$ cat src/rtl/core/per_entry_value_history_store_unit_defines.svh
// assertion macros for the per-entry value history store
`ifndef PER_ENTRY_VALUE_HISTORY_STORE_UNIT_DEFINES_SVH
`define PER_ENTRY_VALUE_HISTORY_STORE_UNIT_DEFINES_SVH

`ifndef SYNTH

// property checked on every rising clock edge outside reset
`define PEHS_ASSERT(lbl, clk, rstn, prop, msg) \
  lbl: assert property (@(posedge clk) disable iff (!rstn) (prop)) else $error(msg);

// same-cycle implication
`define PEHS_ASSERT_IMPLY(lbl, clk, rstn, ante, cons, msg) \
  lbl: assert property (@(posedge clk) disable iff (!rstn) (ante) |-> (cons)) else $error(msg);

// next-cycle implication
`define PEHS_ASSERT_NEXT(lbl, clk, rstn, ante, cons, msg) \
  lbl: assert property (@(posedge clk) disable iff (!rstn) (ante) |=> (cons)) else $error(msg);

`else

`define PEHS_ASSERT(lbl, clk, rstn, prop, msg)
`define PEHS_ASSERT_IMPLY(lbl, clk, rstn, ante, cons, msg)
`define PEHS_ASSERT_NEXT(lbl, clk, rstn, ante, cons, msg)

`endif

`endif

$ cat src/rtl/core/pehs_pkg.sv
// types and constants shared by the value history store
`default_nettype none
package pehs_pkg;

  localparam int EntriesDef    = 64;
  localparam int HistDepthDef  = 8;
  localparam int ValueWidthDef = 32;

  localparam int EntryW = 6;
  localparam int AgeW   = 4;
  localparam int DataW  = 32;

  localparam logic ActStore = 1'b0;
  localparam logic ActLoad  = 1'b1;

  typedef struct packed {
    logic                     action;
    logic [EntryW-1:0]        entry_index;
    logic signed [DataW-1:0]  new_value;
    logic [AgeW-1:0]          age;
  } in_word_t;

  typedef struct packed {
    logic signed [DataW-1:0]  read_value;
    logic                     age_error;
  } out_word_t;

  typedef enum logic [1:0] {
    K_STORE,
    K_LOAD,
    K_ZERO
  } kind_e;

  // classified word handed from front to back
  typedef struct packed {
    kind_e                    kind;
    logic [EntryW-1:0]        entry;
    logic signed [DataW-1:0]  new_value;
    logic [AgeW-1:0]          age;
    logic                     age_error;
  } q_word_t;

  typedef enum logic [1:0] {
    ST_CLEAR,
    ST_IDLE,
    ST_READ,
    ST_HIST
  } state_e;

endpackage
`default_nettype wire

$ cat src/rtl/core/pehs_front.sv
// front end: accepts input words, classifies them and queues them for the back end
`default_nettype none
`include "per_entry_value_history_store_unit_defines.svh"
module pehs_front #(
  parameter int Entries   = pehs_pkg::EntriesDef,
  parameter int HistDepth = pehs_pkg::HistDepthDef
) (
  input  wire logic              clk_i,
  input  wire logic              rst_ni,
  input  wire logic              in_valid_i,
  output      logic              in_ready_o,
  input  wire pehs_pkg::in_word_t in_word_i,
  output      logic              q_valid_o,
  output      pehs_pkg::q_word_t q_word_o,
  input  wire logic              q_pop_i
);
  import pehs_pkg::*;

  q_word_t     cls_word;
  logic        cls_keep;
  logic        accept;
  logic        push;
  logic        pop;
  logic        full;
  q_word_t     slot_q [2];
  logic        wr_ptr_q, wr_ptr_d;
  logic        rd_ptr_q, rd_ptr_d;
  logic [1:0]  cnt_q, cnt_d;

  // classify
  always_comb begin
    cls_word           = '0;
    cls_word.entry     = in_word_i.entry_index;
    cls_word.new_value = in_word_i.new_value;
    cls_word.age       = in_word_i.age;
    cls_keep           = 1'b1;
    if (in_word_i.action == ActStore) begin
      cls_word.kind = K_STORE;
      // store to an entry beyond the table is dropped
      if (32'(in_word_i.entry_index) >= 32'(Entries)) begin
        cls_keep = 1'b0;
      end
    end else if (32'(in_word_i.age) > 32'(HistDepth)) begin
      cls_word.kind      = K_ZERO;
      cls_word.age_error = 1'b1;
    end else if (32'(in_word_i.entry_index) >= 32'(Entries)) begin
      cls_word.kind = K_ZERO;
    end else begin
      cls_word.kind = K_LOAD;
    end
  end

  assign full       = (cnt_q == 2'd2);
  assign in_ready_o = !full;
  assign accept     = in_valid_i && in_ready_o;
  assign push       = accept && cls_keep;
  assign q_valid_o  = (cnt_q != 2'd0);
  assign q_word_o   = slot_q[rd_ptr_q];
  assign pop        = q_valid_o && q_pop_i;

  always_comb begin
    wr_ptr_d = push ? !wr_ptr_q : wr_ptr_q;
    rd_ptr_d = pop ? !rd_ptr_q : rd_ptr_q;
    cnt_d    = cnt_q;
    if (push && !pop) begin
      cnt_d = cnt_q + 2'd1;
    end else if (pop && !push) begin
      cnt_d = cnt_q - 2'd1;
    end
  end

  always_ff @(posedge clk_i or negedge rst_ni) begin
    if (!rst_ni) begin
      wr_ptr_q <= 1'b0;
      rd_ptr_q <= 1'b0;
      cnt_q    <= 2'd0;
    end else begin
      wr_ptr_q <= wr_ptr_d;
      rd_ptr_q <= rd_ptr_d;
      cnt_q    <= cnt_d;
    end
  end

  always_ff @(posedge clk_i) begin
    if (push) begin
      slot_q[wr_ptr_q] <= cls_word;
    end
  end

  `PEHS_ASSERT(a_cnt_range, clk_i, rst_ni, cnt_q != 2'd3, "queue count out of range")
  `PEHS_ASSERT_IMPLY(a_no_push_full, clk_i, rst_ni, full, !push, "push into full queue")
  `PEHS_ASSERT_IMPLY(a_ptr_match, clk_i, rst_ni, cnt_q == 2'd0 || cnt_q == 2'd2,
                     wr_ptr_q == rd_ptr_q, "queue pointers disagree with count")

endmodule
`default_nettype wire

$ cat config.mk
export PLATFORM = sky130hd
export DESIGN_NAME = pehs_front
export DESIGN_NICKNAME = d
export VERILOG_FILES = /design/src/rtl/core/pehs_pkg.sv /design/src/rtl/core/pehs_front.sv
export VERILOG_INCLUDE_DIRS = /design/src /design/src/rtl/core
export SDC_FILE = /design/constraint.sdc
export NUM_CORES = 1
export LEC_CHECK = 0
export ABC_AREA = 1
export BUFFER_PORTS_ARGS = -buffer_cell sky130_fd_sc_hd__buf_2
export CAP_MARGIN = 20
export CELL_PAD_IN_SITES_DETAIL_PLACEMENT = 1
export CELL_PAD_IN_SITES_GLOBAL_PLACEMENT = 1
export CORE_MARGIN = 5
export CORE_UTILIZATION = 44
export DETAILED_ROUTE_END_ITERATION = 10
export PLACE_DENSITY = 0.81
export SYNTH_ARGS = -nofsm -noshare
export SYNTH_HDL_FRONTEND = slang
export SYNTH_SLANG_ARGS = --single-unit
$ cat constraint.sdc
create_clock -name clk_i -period 5.75 [get_ports clk_i]
set_input_delay 1.15 -clock clk_i [delete_from_list [all_inputs] [get_ports clk_i]]
set_output_delay 1.15 -clock clk_i [all_outputs]
set_load 0.01 [all_outputs]
# Word level (Yosys, flattened, before mapping)
# Memories as Yosys holds them, arrays and structs flattened.
# Cells that the tools add are included.
[word_totals] output_inout_bits=47 input_bits=47 ram_bits=90 reg_bits=4 mem_count=1
[op_classes] reduce_logical=11 eq_ne=1 addsub=2 n_lt_le_gt_ge=1 n_mux=8
[mem_list] name="slot_q" words=2 width=45 rd=1 rd_clocked_by_memory_dff=0 wr=1 line_no="pehs_front.sv:25" source="q_word_t slot_q [2];"
[op_table] op="$mux W2" count=4
[op_table] op="$logic_not A1 Y1" count=5
[op_table] op="$gt A4 B4 Y1 const B" count=1
[op_table] op="$logic_and A1 B1 Y1" count=4
[op_table] op="$mux W1" count=4
[op_table] op="$reduce_bool A2 Y1" count=2
[op_table] op="$add A2 B1 Y2 const B" count=1
[op_table] op="$eq A2 B2 Y1 const B" count=1
[op_table] op="$sub A2 B1 Y2 const B" count=1

# Longest topological paths before layout
# Gate-level depths: netlist (run 1).
[logic_depth] ltp_word=7 ltp_mapped=10 ltp_nobuf=10

# Worst setup path after synthesis (run 1)
# OpenSTA, ideal clock, no wires.
[synth_timing] path_type="input to register" start="input port in_valid_i" end="memory slot_q[0][0] (netlist name) (enable)" t_required_ns=5.305 path_buffers=0 t_arrival_ns=3.078 path_stages=2 slack_ns=2.226 setup_time_ns=0.445 cell_sequence="nand2_2 nor2_1"
[synth_via] elab_chain_cells=3
[synth_lines] item="start: declaration" line_no="pehs_front.sv:10" source="input wire logic in_valid_i,"
[synth_lines] item="$logic_and A1 B1 Y1" line_no="pehs_front.sv:55" source="assign accept = in_valid_i && in_ready_o;"
[synth_lines] item="$mux W1" line_no="pehs_front.sv:85" source="if (push) begin"
[synth_lines] item="$mux W1 (implied by the code)" line_no="pehs_front.sv:86" source="slot_q[wr_ptr_q] <= cls_word;"
[synth_lines] item="end: declaration" line_no="pehs_front.sv:25"
# No other way between the ends.

==> results of run 1 <==
[per-stage QoR]
step | power [W] | worst slack, ns | cell area (um2)
global route | 0.00226 | 2.48 | 4240
floorplan | 0.00147 | 2.23 | 3520
detailed placement | 0.00172 | 2.95 | 4040
finish | 0.00211 | 2.64 | 4240
CTS | 0.00215 | 2.56 | 4240
global placement | 0.00169 | 3.01 | 4040
[kinds of logic (layout without fill, tap and decap cells)]
| group | count (synthesis) | count (layout) |
|---|---|---|
| DFF | 92 | 92 |
| buffers and inverters | 19 | 120 |
| xor gates and xnor gates | 2 | 2 |
| adders and majority gates | 1 | 1 |
| AOI/OAI and AO/OA | 1 | 1 |
| and+or+nand+nor | 151 | 151 |
[placed cells by master, fill, tap and decap left out]
| cell | instances |
|---|---|
| sky130_fd_sc_hd__clkinv_4 | 2 |
| sky130_fd_sc_hd__clkbuf_8 | 9 |
| sky130_fd_sc_hd__inv_6 | 2 |
| sky130_fd_sc_hd__clkinv_2 | 2 |
| sky130_fd_sc_hd__inv_8 | 1 |
| sky130_fd_sc_hd__inv_1 | 7 |
| sky130_fd_sc_hd__inv_2 | 1 |
| sky130_fd_sc_hd__xnor2_1 | 1 |
| sky130_fd_sc_hd__edfxtp_1 | 88 |
| sky130_fd_sc_hd__nor2_1 | 2 |
| sky130_fd_sc_hd__nand3_1 | 2 |
| sky130_fd_sc_hd__dfrtp_1 | 3 |
| sky130_fd_sc_hd__a21oi_1 | 1 |
| sky130_fd_sc_hd__buf_4 | 2 |
| sky130_fd_sc_hd__nand2_2 | 11 |
| sky130_fd_sc_hd__xor2_1 | 1 |
| sky130_fd_sc_hd__buf_2 | 93 |
| sky130_fd_sc_hd__bufinv_16 | 1 |
| sky130_fd_sc_hd__nand4_1 | 1 |
| sky130_fd_sc_hd__ha_1 | 1 |
| sky130_fd_sc_hd__dfrtp_2 | 1 |
| sky130_fd_sc_hd__nand2_1 | 133 |
| sky130_fd_sc_hd__nor2_4 | 2 |
[flip-flops by register name (all words and copies together), names as in the netlist]
signal,cells
cnt_q,2
rd_ptr_q,1
slot_q,88
wr_ptr_q,1
[metal layers]
metal	share of wire, %	GRT usage, %	wire length [um]
met5	0	0	0
met4	1.1	5.04	74
met3	5.3	3.44	376
met2	50	24.9	3550
met1	43	18.0	3040
[final timing paths]
kind,startpoint,slack [ns],endpoint,depth (start not counted)
setup / recovery,rd_ptr_q,2.64,q_word_o[8],4
hold / removal,cnt_q[0],0.53,cnt_q[0],1
setup reg to reg,cnt_q[0],3.79,slot_q[1][42],5
hold reg to reg,cnt_q[0],0.53,cnt_q[0],1
max in group asynchronous,rst_ni,5.01,rd_ptr_q,1
min in group asynchronous,rst_ni,0.61,wr_ptr_q,1
[power breakdown]
group,internal [W],total [W],switching (W)
combinational,0.000233,0.000663,0.000430
clock,0.000204,0.000428,0.000224
sequential,0.000917,0.00102,0.0000987
total,0.00135,0.00211,0.000753
[layout make-up]
| cell class | instances | area [um2] |
|---|---|---|
| multi-input cells | 155 | 649 |
| repair buffers | 95 | 480 |
| clock buffers | 9 | 124 |
| inverters | 9 | 41.3 |
| well taps | 102 | 128 |
| clock inverters | 7 | 75.1 |
| fillers | 832 | 3530 |
| flip-flops and latches | 92 | 2740 |
==> run summary, run 1 <==
The flow ran to the end, and the final reports show no timing, DRC or antenna violations. The pin count of the biggest net entering global routing came out at 47. The post-synth net total came out at 314. Measured against its own limit, the worst slew margin works out to 39.6%. The total power density per cell area is 497 nW/um2. The hold violation count in the final report came to 0.

The antenna violation net count after detailed routing is 0. The number of antenna diodes in the final layout is 0. The number of global-route vias before repair was 2279.

The final hold slack is 0.531 ns. The final standard cell utilization of the core is 54.6%. STA classifies the critical path endpoint as an output pin.

The CTS sink count is 92. The final period utilization came out at 54.1%. The clock skew after layout came out at 0.00922 ns.

Traced cell by cell, the critical path runs through inv_8, nand2_1, nand2_1, buf_2. After the first detailed-routing iteration, the DRC count stood at 121. The final max-slew violation count is 0. The global-route congestion overflow total came out at 0. The summed instance area of the synthesized netlist came out at 3520 um2. The via count is between 2000 and 2500. STA classifies the critical path startpoint as a flip-flop. Once placement completed, the tool counted placed cells totaling between 400 and 500. For this run, design rule violations remaining after detail routing come to 0.

The floorplan die area came out at 9890 um2. The number of core rows came out at 32. The post-layout minimum cycle time came out at just over 3 ns. The clock network latency to the later pin of the worst-skew pair came out at roughly 0.34 ns.

From synthesis to final layout, the design area changed by 20.5%. The main combinational cell family by area after synthesis is simple AND/OR/NAND/NOR gates. The clock tree buffer depth is 2. The starting utilization of the core area came out at 45.3%. The count of non-filler cells in the finished layout came out at 469. The worst path arrival time came out at 1.96 ns. Yosys mapped a number of flops with a built-in enable equal to approximately 90.

The highest net fanout along the worst path is 46. Summing the areas of all and, or, nand and nor instances in the mapped netlist gives 17.0% of the synthesized area. The die is roughly 100 um tall. STA puts the critical path data required time at 4.60 ns.

In the synthesized netlist, the number of instances is around 270. The cell family with the largest share of critical-path delay is flip-flops. In this run the tool buffered the top-level ports with 93 buffer cells. The HPWL reported at the end of detailed placement came out at 4880 um. Once the clock tree was built, the setup fixing pass inserted 0 buffers. The area share of the leading cell type in the synthesized netlist is between 70% and 80%. The area of the core came out at 7770 um2. The proportion of synthesized chip area in sequential cells came out at roughly 78%. The register bit total from synthesis is 92. The worst setup path is of the reg -> out kind. Clock tree synthesis selected as its root buffer the cell sky130_fd_sc_hd__clkbuf_8. The total number of nets in the final design is 410.

Among all flip-flop cells after synthesis, the most frequent one is sky130_fd_sc_hd__edfxtp_1. The adder and majority gate portion of the synthesized area came out at 0.355%. The layout cell share with drive strength beyond 1 came out at 34.6%. The cell type contributing the most total cell area after synthesis is sky130_fd_sc_hd__edfxtp_1.

The wire length per cell after detailed routing came out at 15.0 um. After clock tree synthesis, the clock-pin slew on the worst setup and hold paths is roughly 0.080 ns. The first-pass GRT wire length came out at 11200 um. The number of buffers and inverters on the critical path is 2. The Yosys step of the flow raised 0 warnings.

The total I/O pin count came out at 94. The share of flip-flops with an asynchronous set or reset after synthesis came out at 4.35%. The post-synthesis area per instance is 13.2 um2.

The horizontal die dimension came out at 99.4 um. The number of buffers created by CTS is 9. The cell occurring most often along the worst timing path is sky130_fd_sc_hd__nand2_1. The number of max-cap violations came out at 0. At the end of routability-driven placement, the weighted congestion stood at about 0.75. The most common cell in the synthesized netlist is sky130_fd_sc_hd__nand2_1.

The global-route total usage across every layer came out at between 10 and 15%. The transition time at the pin with the least slew margin is 0.907 ns. In the post-synthesis netlist, the biggest area contributors are sky130_fd_sc_hd__edfxtp_1 (75%), sky130_fd_sc_hd__nand2_1 (14%), sky130_fd_sc_hd__dfrtp_1 (2.8%), sky130_fd_sc_hd__nand2_2 (2.0%), sky130_fd_sc_hd__buf_6 (1.6%).

Setup repair after global routing left no endpoint under its margin. The xor/xnor share of the synthesized area is 0.498%. The number of antenna violations at the first check in global routing is 0.

Post-CTS repair changed the size of 0 cells. Measured against the total synthesized area, the mux share comes to 0%. The total of hold buffers inserted after clock tree synthesis is 0. For this design the static power due to leakage is roughly 1.9 nW.

The cell with the largest stage delay on the worst path is sky130_fd_sc_hd__dfrtp_2. Using the TritonRoute via totals, the vias-per-cell ratio works out to around 4.7. The setup TNS came out at 0 ns. The compound-cell area share of the yosys netlist came out at 0.142%. The maximum vdd ir drop came out at 0.173 mV.

The first TritonRoute pass finished after 4 iterations. In this run the worst hold path is classified as reg -> reg. Ranked by instance count, the synthesized netlist is headed by sky130_fd_sc_hd__nand2_1 (133), sky130_fd_sc_hd__edfxtp_1 (88), sky130_fd_sc_hd__nand2_2 (11). In this run the number of H-tree levels came out at 3. The critical path's largest stage delay is 0.97 ns. In this run, distinct cell masters in the synthesized netlist total 17. TritonCTS built the clock tree. The routed wire length came out at 7030 um. The count of endpoints failing setup in the final report came out at 0. Based on the critical path, the design can be clocked at up to 0.322 GHz.
Power figures use the tool's default switching activity.
==> run 2, diff against run 1 <==
--- a/config.mk
+++ b/config.mk
@@ -12,9 +12,9 @@
 export CELL_PAD_IN_SITES_DETAIL_PLACEMENT = 1
 export CELL_PAD_IN_SITES_GLOBAL_PLACEMENT = 1
 export CORE_MARGIN = 5
-export CORE_UTILIZATION = 44
+export CORE_UTILIZATION = 41
 export DETAILED_ROUTE_END_ITERATION = 10
-export PLACE_DENSITY = 0.81
+export PLACE_DENSITY = 0.76
 export SYNTH_ARGS = -nofsm -noshare
 export SYNTH_HDL_FRONTEND = slang
 export SYNTH_SLANG_ARGS = --single-unit
==> constraint.sdc (replaced) <==
create_clock -name clk_i -period 3 [get_ports clk_i]
set_input_delay 0.6 -clock clk_i [delete_from_list [all_inputs] [get_ports clk_i]]
set_output_delay 0.6 -clock clk_i [all_outputs]
set_load 0.01 [all_outputs]
==> run summary, run 2 (synthesis results as in run 1) <==
The post-cts sizing count is 0. In this run, post-CTS hold repair placed 0 buffers. The count of input and output buffers came out at 93. Hold is met by slightly above 0.04 ns. The flow ran to the end, and the final reports show no timing, DRC or antenna violations. The first-pass iteration count of the detailed router is 4. The total power density per cell area came out at 955 nW/um2.

The clock network latency to the later pin of the worst-skew pair came out at ~0.35 ns. The first-pass GRT wire length is 11300 um. The net switching power is 0.00146 W. Among all stages on the critical path, the largest delay is contributed by sky130_fd_sc_hd__dfrtp_2. The worst path uses 75.0% of the clock period.

The global-route total usage across every layer came out at 14.3%. Ranked by flip-flop count, first place goes to slot_q. The layout cell share with drive strength beyond 1 came out at 34.7%.

The CTS sink count is 92. Setup repair after global routing left no endpoint under its margin. Broken down by cell family, the worst path's largest delay share belongs to flip-flops.

The violation count after the first detailed-route iteration came out at 52. The kind of start point of the critical path is a flip-flop. TritonCTS built the clock tree. The pin count of the biggest net entering global routing is 46.

Combinational logic burns 33.7% of the power. The clock skew after layout is 0.00901 ns. Once detailed placement completed, the half-perimeter wirelength came to 5090 um. The buffer cell driving the clock tree root is sky130_fd_sc_hd__clkbuf_8. The worst path arrival time is 1.65 ns. The area of placed instances came out at between 4000 and 5000 um2. Max-cap violations in this run came to 0. The power share of the sequential group came out at 46.4%. The vertical extent of the die is 103 um. The required time of the critical path came out at 2.40 ns. Together, buffers and inverters on the worst path number 2. Setup violations remaining at the end of the flow were counted as 0.

The horizontal die dimension came out at 103 um. The die covers approximately 11000 um2. The most numerous cell type found on the critical path is sky130_fd_sc_hd__nand2_1. The leakage component of the power came out at 1.85 nW. The layout overhead on the synthesized area is 21.7%. The number of global-route vias before repair came out at 2355.

The H-tree level count came out at 3. After detailed routing, the number of vias per cell comes to between 4 and 5. The number of core rows is 33. The filler cell count in the final layout came out at between 800 and 900.

At the end of routability-driven placement, the weighted congestion stood at 0.675. Global routing finished with a remaining overflow of 0. The area of the core came out at 8300 um2. The wire length per cell after detailed routing is between 15 and 20 um.

The path class of the tightest hold or removal check is in -> async. The via count came out at 2200. The net switching share of the total power came out at 35.7%. The final max-slew violation count came to 0. The maximum achievable frequency came out at 0.445 GHz.

The hold violation count in the final report was 0. The number of antenna violations at the first check in global routing was 0. The final layout contains 412 nets. The starting utilization of the core area is 42.4%. The routed wire length is 7130 um. In the final layout, the registers with the most flip-flops are slot_q x88, cnt_q x2. between 90 and 100 I/O pins were placed. The number of design rule violations left after detail routing came out at 0. In this run the tightest slew margin relative to its limit is 65.8%.

The number of buffers created by CTS came out at 9. The critical path in this run is classified as reg -> out. The number of flip-flops under the largest register name came out at 88. The internal power component came out at 0.00263 W.

The critical path endpoint category is an output pin. Walking the worst path, the cells encountered are buf_4, nand2_1, nand2_1, buf_2. In this design, the stage delay of the slowest critical-path cell is 0.70 ns.

The clock-pin slew on the worst setup and hold paths came out at 0.09 ns. The post-layout minimum cycle time came out at 2.25 ns. The clock passes through at most 2 buffers.

The number of buffers inserted by post-CTS setup repair is 0. The maximum vdd ir drop came out at 0.395 mV. The leading cell type in the layout, fill and taps excluded is sky130_fd_sc_hd__nand2_1. For the pin with the worst max-slew slack, the measured transition is 0.514 ns. The highest net fanout along the worst path came out at 22. The total inserted antenna cells is 0. The antenna violation net count after detailed routing came out at 0. The setup TNS is 0 ns. Leaving out fill and tap cells, the most frequent cells in the layout are sky130_fd_sc_hd__nand2_1 (133), sky130_fd_sc_hd__buf_2 (93), sky130_fd_sc_hd__edfxtp_1 (88). After routing the design area is 4280 um2.

The clock network fraction of design power came out at 20.0%.
-- run 2: cell count changes in the layout (fill, tap and decap cells not counted), sizes merged --
cell,before,now
clkinvlp,0,3
buf,95,97
clkinv,4,1
-- run 2: worst reg2reg max path, cell delays in order (launching register included) --
cell	delay, ns
sky130_fd_sc_hd__dfrtp_1	0.40
sky130_fd_sc_hd__inv_2	0.06
sky130_fd_sc_hd__nand2_1	0.10
sky130_fd_sc_hd__nand2_2	0.12
sky130_fd_sc_hd__nor2_4	0.42
sky130_fd_sc_hd__buf_12	0.27
-- run 2: path summary, 6_finish.rpt --
path,startpoint,end,slack [ns],cells after the start
min in group clk_i,in_word_i[30],slot_q[0][31],0.43,1
max in group asynchronous,rst_ni,rd_ptr_q,2.82,1
worst min register to register,cnt_q[0],cnt_q[0],0.52,1
worst min-delay path,rst_ni,rd_ptr_q,0.04,1
worst max-delay path,rd_ptr_q,q_word_o[44],0.75,4
worst max register to register,cnt_q[0],slot_q[1][4],1.31,5
-- run 2: area by class of cell --
cell class                      instances  area (um2)  share of cell area (%)
Inverter                                9        41.3                   0.964
Timing Repair Buffer                   97         520                    12.1
Tap cell                              105         131                    3.07
Clock buffer                            9         124                    2.89
Clock inverter                          7        73.8                    1.72
Sequential cell                        92        2740                    64.0
Multi-Input combinational cell        155         649                    15.2
-- run 2: power by group through the flow --
stage                     clock, W  combinational [W]  sequential, W
after CTS                 0.000838            0.00143        0.00190
final                     0.000816            0.00138        0.00190
after global placement           0            0.00138        0.00191
after detailed placement         0            0.00142        0.00193
after floorplan                  0           0.000946        0.00187
after global routing      0.000896            0.00155        0.00193
-- run 2: per-layer routing --
layer | vias up | global-route usage [%] | routed length [um]
met4 | 0 | 4.24 | 65
li1 | 1077 | - | -
met3 | 5 | 5.01 | 476
met5 | - | 0 | 0
met2 | 66 | 24.3 | 3590
met1 | 1052 | 17.2 | 3000
-- run 2: through the flow --
step                      setup slack (ns)  utilization, %  cells  total power, W
after global placement                1.12            49.2    458         0.00330
after detailed placement              1.10            49.2    458         0.00335
after floorplan                     0.0261               -    266         0.00281
final                                0.751            51.6    474         0.00409
after CTS                            0.697            51.6    474         0.00417
after global routing                 0.599            51.6    474         0.00438
==> run 3, diff against run 2 <==
==> constraint.sdc (replaced) <==
create_clock -name clk_i -period 2.1 [get_ports clk_i]
set_input_delay 0.42 -clock clk_i [delete_from_list [all_inputs] [get_ports clk_i]]
set_output_delay 0.42 -clock clk_i [all_outputs]
set_load 0.01 [all_outputs]
==> run summary, run 3 (synthesis results as in run 1) <==
The flow ran to the end, and the final reports show no timing, DRC or antenna violations. The routed wire length is ~7300 um. At the worst endpoint, the required time is 1.68 ns. STA classifies the critical path endpoint as an output pin. The starting utilization of the core area came out at 42.4%.

The total inserted antenna cells is 0. Grouping stages by cell kind, the critical path spends the most delay in flip-flops. The weighted congestion reported at the end of routability-driven placement is 0.737.

In this run the core area contains 33 standard-cell rows. After layout, the minimum clock period comes to 1.96 ns. The maximum achievable frequency is between 0.5 and 0.6 GHz. In this run, the number of DRC markers left after iteration 0 of detailed routing was 37. The worst setup path is launched from a flip-flop. In this run the critical register-to-register path is launched from cnt_q[0]. The highest net fanout along the worst path is 45.

The number of global-route vias before repair is between 2000 and 2500. The critical path depth in cells is 4. The worst register-to-register path has a depth of 5.

Compared with the post-synthesis result, the final layout area differs by 22.5%. The number of flip-flops under the largest register name is 88. Entering global routing, the biggest net connects 46 pins. The floorplan step defined a die boundary enclosing 10500 um2. Input and output buffers added on the ports amount to 93.

Leaving out fill and tap cells, the most frequent cells in the layout are sky130_fd_sc_hd__nand2_1 (133), sky130_fd_sc_hd__buf_2 (93), sky130_fd_sc_hd__edfxtp_1 (88). The horizontal die dimension is 103 um. The leading cell type in the layout, fill and taps excluded is sky130_fd_sc_hd__nand2_1. The critical path starts at rd_ptr_q. The clock passes through at most 2 buffers. slot_q holds more flip-flops than any other register. The number of design rule violations left after detail routing came out at 0. The final hold slack is 0.261 ns. The cell sitting at the root of the clock tree is a sky130_fd_sc_hd__clkbuf_8.

The total I/O pin count is 94. For this run, the total global-route usage over all layers was measured as 14.8%. The clock skew after layout is 0.00789 ns.

The worst hold path class is in -> reg. Walking the worst path, the cells encountered are inv_12, nand2_1, nand2_1, buf_2. The CTS sink count is 92. Once detail routing completed, the nets flagged for antenna violations numbered 0. In this design, the stage delay of the slowest critical-path cell is 0.63 ns.

The total number of nets in the final design came out at roughly 420. Data on the critical path arrives at its endpoint at ~1.5 ns. Buffers inserted during clock tree synthesis total 9. The detail-routed via count per cell is 4.62.

Across all setup checks in the final design, the least slack found is roughly 0.14 ns. The TritonCTS clock tree is yes. The worst register-to-register path ends at slot_q[0][33].

Once detailed placement completed, the half-perimeter wirelength came to 5200 um. The area of the core is 8300 um2. The worst setup timing slack at the placement stage is 0.395 ns. The global-route congestion overflow total came out at 0.

The vertical extent of the die came out at between 100 and 150 um. The clock reaches the later pin of the worst-skew pair after 0.34 ns. The count of endpoints failing setup in the final report came out at 0.

Setup repair after global routing left no endpoint under its margin. The first global-routing pass estimated 11600 um of wire. The leakage component of the power came out at 1.88 nW. The number of antenna violations at the first check in global routing came out at 0. The kind of critical path is reg -> out. Dividing the final minimum period by the clock period gives 93.3%.

The clock-pin slew on the worst setup and hold paths came out at 0.08 ns. The cell with the largest stage delay on the worst path is sky130_fd_sc_hd__dfrtp_4. The H-tree level count came out at 3. The number of max-cap violations came out at 0. The internal reg-to-reg setup slack is ~0.44 ns.

Of the cells placed in the final design, the portion with a size suffix greater than 1 is 34.2%. The total power density per cell area came out at 1380 nW/um2. The wire length per cell after detailed routing is 15.3 um. The maximum vdd ir drop is 0.557 mV. Together, buffers and inverters on the worst path number 2.

The post-route total power is 0.00593 W. The cell occurring most often along the worst timing path is sky130_fd_sc_hd__nand2_1. The hold violation count in the final report is 0.

The transition time at the pin with the least slew margin is 0.393 ns. The largest registers in the layout are slot_q x88, cnt_q x2. The final max-slew violation count came to 0. The first-pass iteration count of the detailed router is 4.

The relative max-transition margin is 73.7%. The via count came out at 2215. The most critical setup path has its endpoint at q_word_o[43]. The number of buffers inserted by post-CTS setup repair is 0.
run 3: cell types whose count changed in the layout (fill, tap and decap cells not counted):
cell	delta
sky130_fd_sc_hd__clkinv_1	+1
sky130_fd_sc_hd__dfrtp_2	-1
sky130_fd_sc_hd__inv_6	-2
sky130_fd_sc_hd__buf_4	+6
sky130_fd_sc_hd__clkbuf_1	+3
sky130_fd_sc_hd__clkinvlp_4	-3
sky130_fd_sc_hd__dlygate4sd3_1	+1
sky130_fd_sc_hd__bufinv_16	+1
sky130_fd_sc_hd__inv_8	-1
sky130_fd_sc_hd__inv_12	+1
sky130_fd_sc_hd__buf_12	-2
sky130_fd_sc_hd__dfrtp_4	+1
run 3: report_power, final:
part           switching [W]  internal, W
logic                0.00129     0.000694
registers           0.000204      0.00251
clock network       0.000560     0.000665
total                0.00206      0.00387
run 3: timing repair:
action	4_1_cts	5_1_grt
endpoints found under the hold margin	4	0
gates resized for setup	2	0
endpoints found under the setup margin	1	0
hold buffers	1	0
run 3: through the flow:
step	cell area, um2	TNS [ns]	cells	util [%]
2_1_floorplan	3520	-10.17	266	-
3_3_place_gp	4090	0	462	49.3
3_5_place_dp	4090	0	462	49.3
4_1_cts	4310	0	479	52.0
5_1_grt	4310	0	479	52.0
6_report	4310	0	479	52.0
run 3: per-layer routing:
metal / GRT usage, % / routed length, um / vias to the layer above
li1: - / - / 1088
met1: 16.7 / 3000 / 1054
met2: 26.5 / 3810 / 67
met3: 3.92 / 453 / 6
met4: 6.36 / 70 / 0
met5: 0 / 0 / -
run 3: layout make-up:
class / instances / area (um2)
inverters: 9 / 46.3
repair buffers: 102 / 536
fillers: 896 / 3990
well taps: 105 / 131
clock buffers: 12 / 135
flip-flops and latches: 92 / 2750
multi-input cells: 155 / 649
clock inverters: 4 / 67.6
run 3: how the worst min path moves through the flow:
stage | from | end | slack, ns | depth (start not counted)
4_1_cts | in_word_i[40] | slot_q[1][41] | 0.24 | 1
6_report | in_word_i[12] | slot_q[1][13] | 0.26 | 1
2_1_floorplan | rst_ni | cnt_q[0] | 0.12 | 0
3_5_place_dp | rst_ni | cnt_q[1] | 0.24 | 1
3_3_place_gp | rst_ni | cnt_q[0] | 0.24 | 1
5_1_grt | in_word_i[12] | slot_q[1][13] | 0.22 | 1
